--- src/hdl/bdcs_pkg.sv ---
// ----------------------------------------------------------------------------
// bdcs_pkg
// Shared constants and types for the class filtered best detection selector.
// ----------------------------------------------------------------------------
package bdcs_pkg;

    localparam int NUM_SLOTS   = 128;
    localparam int MAX_MATCHES = 16;

    localparam int SLOT_W  = $clog2(NUM_SLOTS);
    localparam int TAKEN_W = $clog2(MAX_MATCHES + 1);

    localparam int IDX_W   = 7;
    localparam int CLASS_W = 8;
    localparam int SCORE_W = 16;
    localparam int COORD_W = 16;
    localparam int SIZE_W  = 12;
    localparam int META_W  = CLASS_W + SCORE_W;
    localparam int BOX_W   = 4 * COORD_W;
    localparam int PROD_W  = SIZE_W + COORD_W + 1;

    localparam int CFG_IDX_W = 2;
    localparam logic [CFG_IDX_W-1:0] CFG_IMAGE_WIDTH  = 2'd0;
    localparam logic [CFG_IDX_W-1:0] CFG_IMAGE_HEIGHT = 2'd1;

    localparam logic [SIZE_W-1:0] IMAGE_WIDTH_RST  = 12'd640;
    localparam logic [SIZE_W-1:0] IMAGE_HEIGHT_RST = 12'd480;

    localparam logic KIND_WRITE = 1'b0;
    localparam logic KIND_QUERY = 1'b1;

    typedef struct packed {
        logic [SIZE_W-1:0]  size;
        logic [COORD_W:0]   sum;
    } t_mul_req;

endpackage

--- src/hdl/bdcs_mul.sv ---
// ----------------------------------------------------------------------------
// bdcs_mul
// Shared centre multiplier: image size times edge sum, scaled down by 2^17.
// ----------------------------------------------------------------------------
module bdcs_mul (
    input  logic                       i_clk,
    input  bdcs_pkg::t_mul_req         i_req,
    output logic [bdcs_pkg::SIZE_W-1:0] o_center
);
    import bdcs_pkg::*;

    logic [PROD_W-1:0] prod;
    logic [SIZE_W-1:0] r_center;

    assign prod = PROD_W'(i_req.size) * PROD_W'(i_req.sum);

    always_ff @(posedge i_clk) begin
        r_center <= prod[PROD_W-1 -: SIZE_W];
    end

    assign o_center = r_center;

endmodule

--- config.mk ---
export PLATFORM = sky130hd
export DESIGN_NAME = bdcs_mul
export DESIGN_NICKNAME = d
export VERILOG_FILES = /design/src/hdl/bdcs_pkg.sv /design/src/hdl/bdcs_mul.sv
export SDC_FILE = /design/constraint.sdc
export NUM_CORES = 1
export LEC_CHECK = 0
export BUFFER_PORTS_ARGS = -buffer_cell sky130_fd_sc_hd__buf_4
export CORE_MARGIN = 2
export CORE_UTILIZATION = 40
export CTS_CLUSTER_DIAMETER = 120
export DETAILED_ROUTE_END_ITERATION = 16
export PLACE_DENSITY = 0.59
export SLEW_MARGIN = 5
export SYNTH_ARGS = -nofsm -noshare
export SYNTH_HDL_FRONTEND = slang
export SYNTH_SLANG_ARGS = --single-unit
--- constraint.sdc ---
create_clock -name i_clk -period 6.5 [get_ports i_clk]
set_input_delay 1.3 -clock i_clk [delete_from_list [all_inputs] [get_ports i_clk]]
set_output_delay 1.3 -clock i_clk [all_outputs]
set_load 0.05 [all_outputs]
==> impl_results.md <==
* CTS H-tree depth at 1
* Fin. max-slew vios at 0
* Die footprint at 0.01707 mm²
* Maximum buffer depth of the clock tree at 2
* Initial antenna violation count at 0
* Post-Syn Area at 0.006417 mm²
* Worst min path class: in -> reg
* Min-delay src: i_req[18]
* GRT Residual Overflow at 0
* Minimum clock period at 5.971 ns
* Layout cells sized above 1 at 0.07568
* Slew Limit Headroom at 0.7450
* Ys flop type: dfxtp_1
* Critical Path RT at 6.62 ns
* Nets at 983
* Crit-path slowest cell: fa_1
* 1st-iter DRT viols at 150
* Syn nets at 973
* CP most frequent cell: fa_1
* Pwr per Cell Area at 455.1 mW/mm²
* CP Launch Type: input port
* Routed Antenna Nets at 0
* Routed vias/inst at 4.973
* # DRC at 0
* Critical path's largest stage delay at 0.55 ns
* Starting density of the core at 0.4069
* Design Area, Final at 0.006935 mm²
* Setup TNS at 0 ns
* CP Max Fanout at 17
* Largest net degree at the start of global routing at 18
* Top-area cell type share of the netlist area at 0.4648
* Post-CTS Resized at 0
* Max_cap viols at 0
* DP Wirelength at 12.43 mm
* RSZ-0062 raised after global routing: false
* Setup violators final at 0
* Worst-margin pin slew at 0.3798 ns
* Area contributors post-synth: fa_1 46%, ha_1 12%, inv_1 9.9%
* N_diodes at 0
* I/O pins at 42
* Routed wire per std cell at 14.91 µm
* Maximum vdd drop at 0.3032 mV
* Post-Syn Instances at 731
* Largest register FFs at 12
* # Post-CTS Setup Buffers at 0
* CP Class: in -> reg
* Critical-path cell list: buf_4 > nand2_1 > fa_1 > inv_1 > fa_1 > fa_1 > fa_1 > inv_1 > fa_1 > inv_1 > ha_1 > nand4_2 > o31ai_2 > a311oi_2 > a21oi_2 > nor4_1 > a311o_1
* Crit end category: register
* CP delay by family, top: adder cells
* Synth Warn # at 0
* Reg clk slew, reported paths at 0.04 ns
* Cell variety after synth at 45
* Cell Rows at 46
* Post-synth EDFFs at 0
* Fmax at 0.1675 GHz
* Most common cell after layout, fill and taps aside: inv_1
* Leakage at 3.610 nW
* Synth Area per Inst at 8.779 µm²
* Area of the multi-input gates at 0.005390 mm²
* CTS sink cnt at 12
* Yosys reg bits at 12
* CTS tree: built
* Synth area leader: fa_1
* Root Driver: clkbuf_16
* Vias in the first global route at 5511
* Drt first pass iters at 4
* Area grow syn2layout at 8.072%
* Endpoints failing hold at 0
* Status: finished clean
* Register area share after synthesis at 0.03743
* DIE HEIGHT at 130.7 µm
* Total wire length at 14.26 mm
* Total track usage at 0.1825
* Register area at 240.2 µm²
* Post-route clock period utilization at 0.9187
* CTS Hold Bufs at 0
* Core area at 0.01577 mm²
* Cts bufs inserted at 3
* Synth async-reset ratio at 0
* GP Congestion at 0.8490
* PortBufs at 41
* Crit path DAT at 6.09 ns
* Total number of vias at 4754
* Placement Cell Area at 0.006847 mm²
* First-pass GRT wire length at 25.02 mm
* Buffers plus inverters on the worst setup path at 4
* CP Launch Point: i_req[20]
* Die X at 130.7 µm
* Commonest cells after routing, fill and taps aside: 170 x inv_1, 149 x fa_1, 142 x nand2_1, 65 x and2_1, 63 x ha_1
* Fillers at 1609
## cells by family (layout without fill, tap and decap cells)
group	count (synthesis)	in the layout	synth area share
AO/OA/AOI/OAI	58	58	0.06648
XOR/XNOR	10	10	0.01365
adder cells (fa/ha/maj)	212	212	0.5876
buffers and inverters	206	215	0.1226
flip-flops	12	12	0.03743
AND/OR/NAND/NOR	233	233	0.1722
## through the flow
| stage | worst slack [ns] | total power, W | utilization | std cells | hold slack (ns) |
|---|---|---|---|---|---|
| after floorplan | 0.5034 | 0.002452 | - | 731 | 1.740 |
| final | 0.5285 | 0.003157 | 0.4398 | 956 | 1.873 |
| after detailed placement | 0.2339 | 0.003060 | 0.4341 | 952 | 1.755 |
| after global routing | 0.2612 | 0.003568 | 0.4398 | 956 | 1.957 |
| after global placement | 0.3279 | 0.003008 | 0.4341 | 952 | 1.754 |
| after CTS | 0.4841 | 0.003221 | 0.4398 | 956 | 1.874 |
## synth_stat cells (2+ instances only)
master,n
a21o_1,8
clkbuf_1,32
nand2_1,142
nor2_1,7
a211oi_2,2
o21bai_1,2
o31ai_2,2
ha_1,63
fa_1,149
dfxtp_1,12
a21oi_1,12
o21ai_0,8
a211oi_1,3
xnor2_1,9
o211ai_1,2
o21a_1,5
inv_1,170
a31oi_1,4
nand3_1,7
and2_1,65
nand4_1,3
## power by group
part	switching (W)	total, W	internal, W
Sequential	0.0000103	0.000147	0.000137
Clock	0.0000287	0.000121	0.0000925
Combinational	0.00170	0.00289	0.00119
Total	0.00174	0.00316	0.00142
## worst paths after layout
| kind | to | depth (start not counted) | slack [ns] |
|---|---|---|---|
| worst max-delay path | o_center[8] | 17 | 0.53 |
| worst min-delay path | o_center[0] | 6 | 1.87 |
## layer usage
metal | GRT usage | share of wire
met1 | 0.2208 | 0.40
met2 | 0.3545 | 0.55
met3 | 0.01181 | 0.026
met4 | 0.04130 | 0.018
met5 | 0 | 0
## final cells by class
| cell class | instances | area share |
|---|---|---|
| clock buffers | 4 | 0.01281 |
| inverters | 170 | 0.09201 |
| multi-input cells | 513 | 0.7772 |
| flip-flops and latches | 12 | 0.03464 |
| well taps | 216 | 0.03897 |
| repair buffers | 41 | 0.04438 |
(Power assumes the default switching activity.)
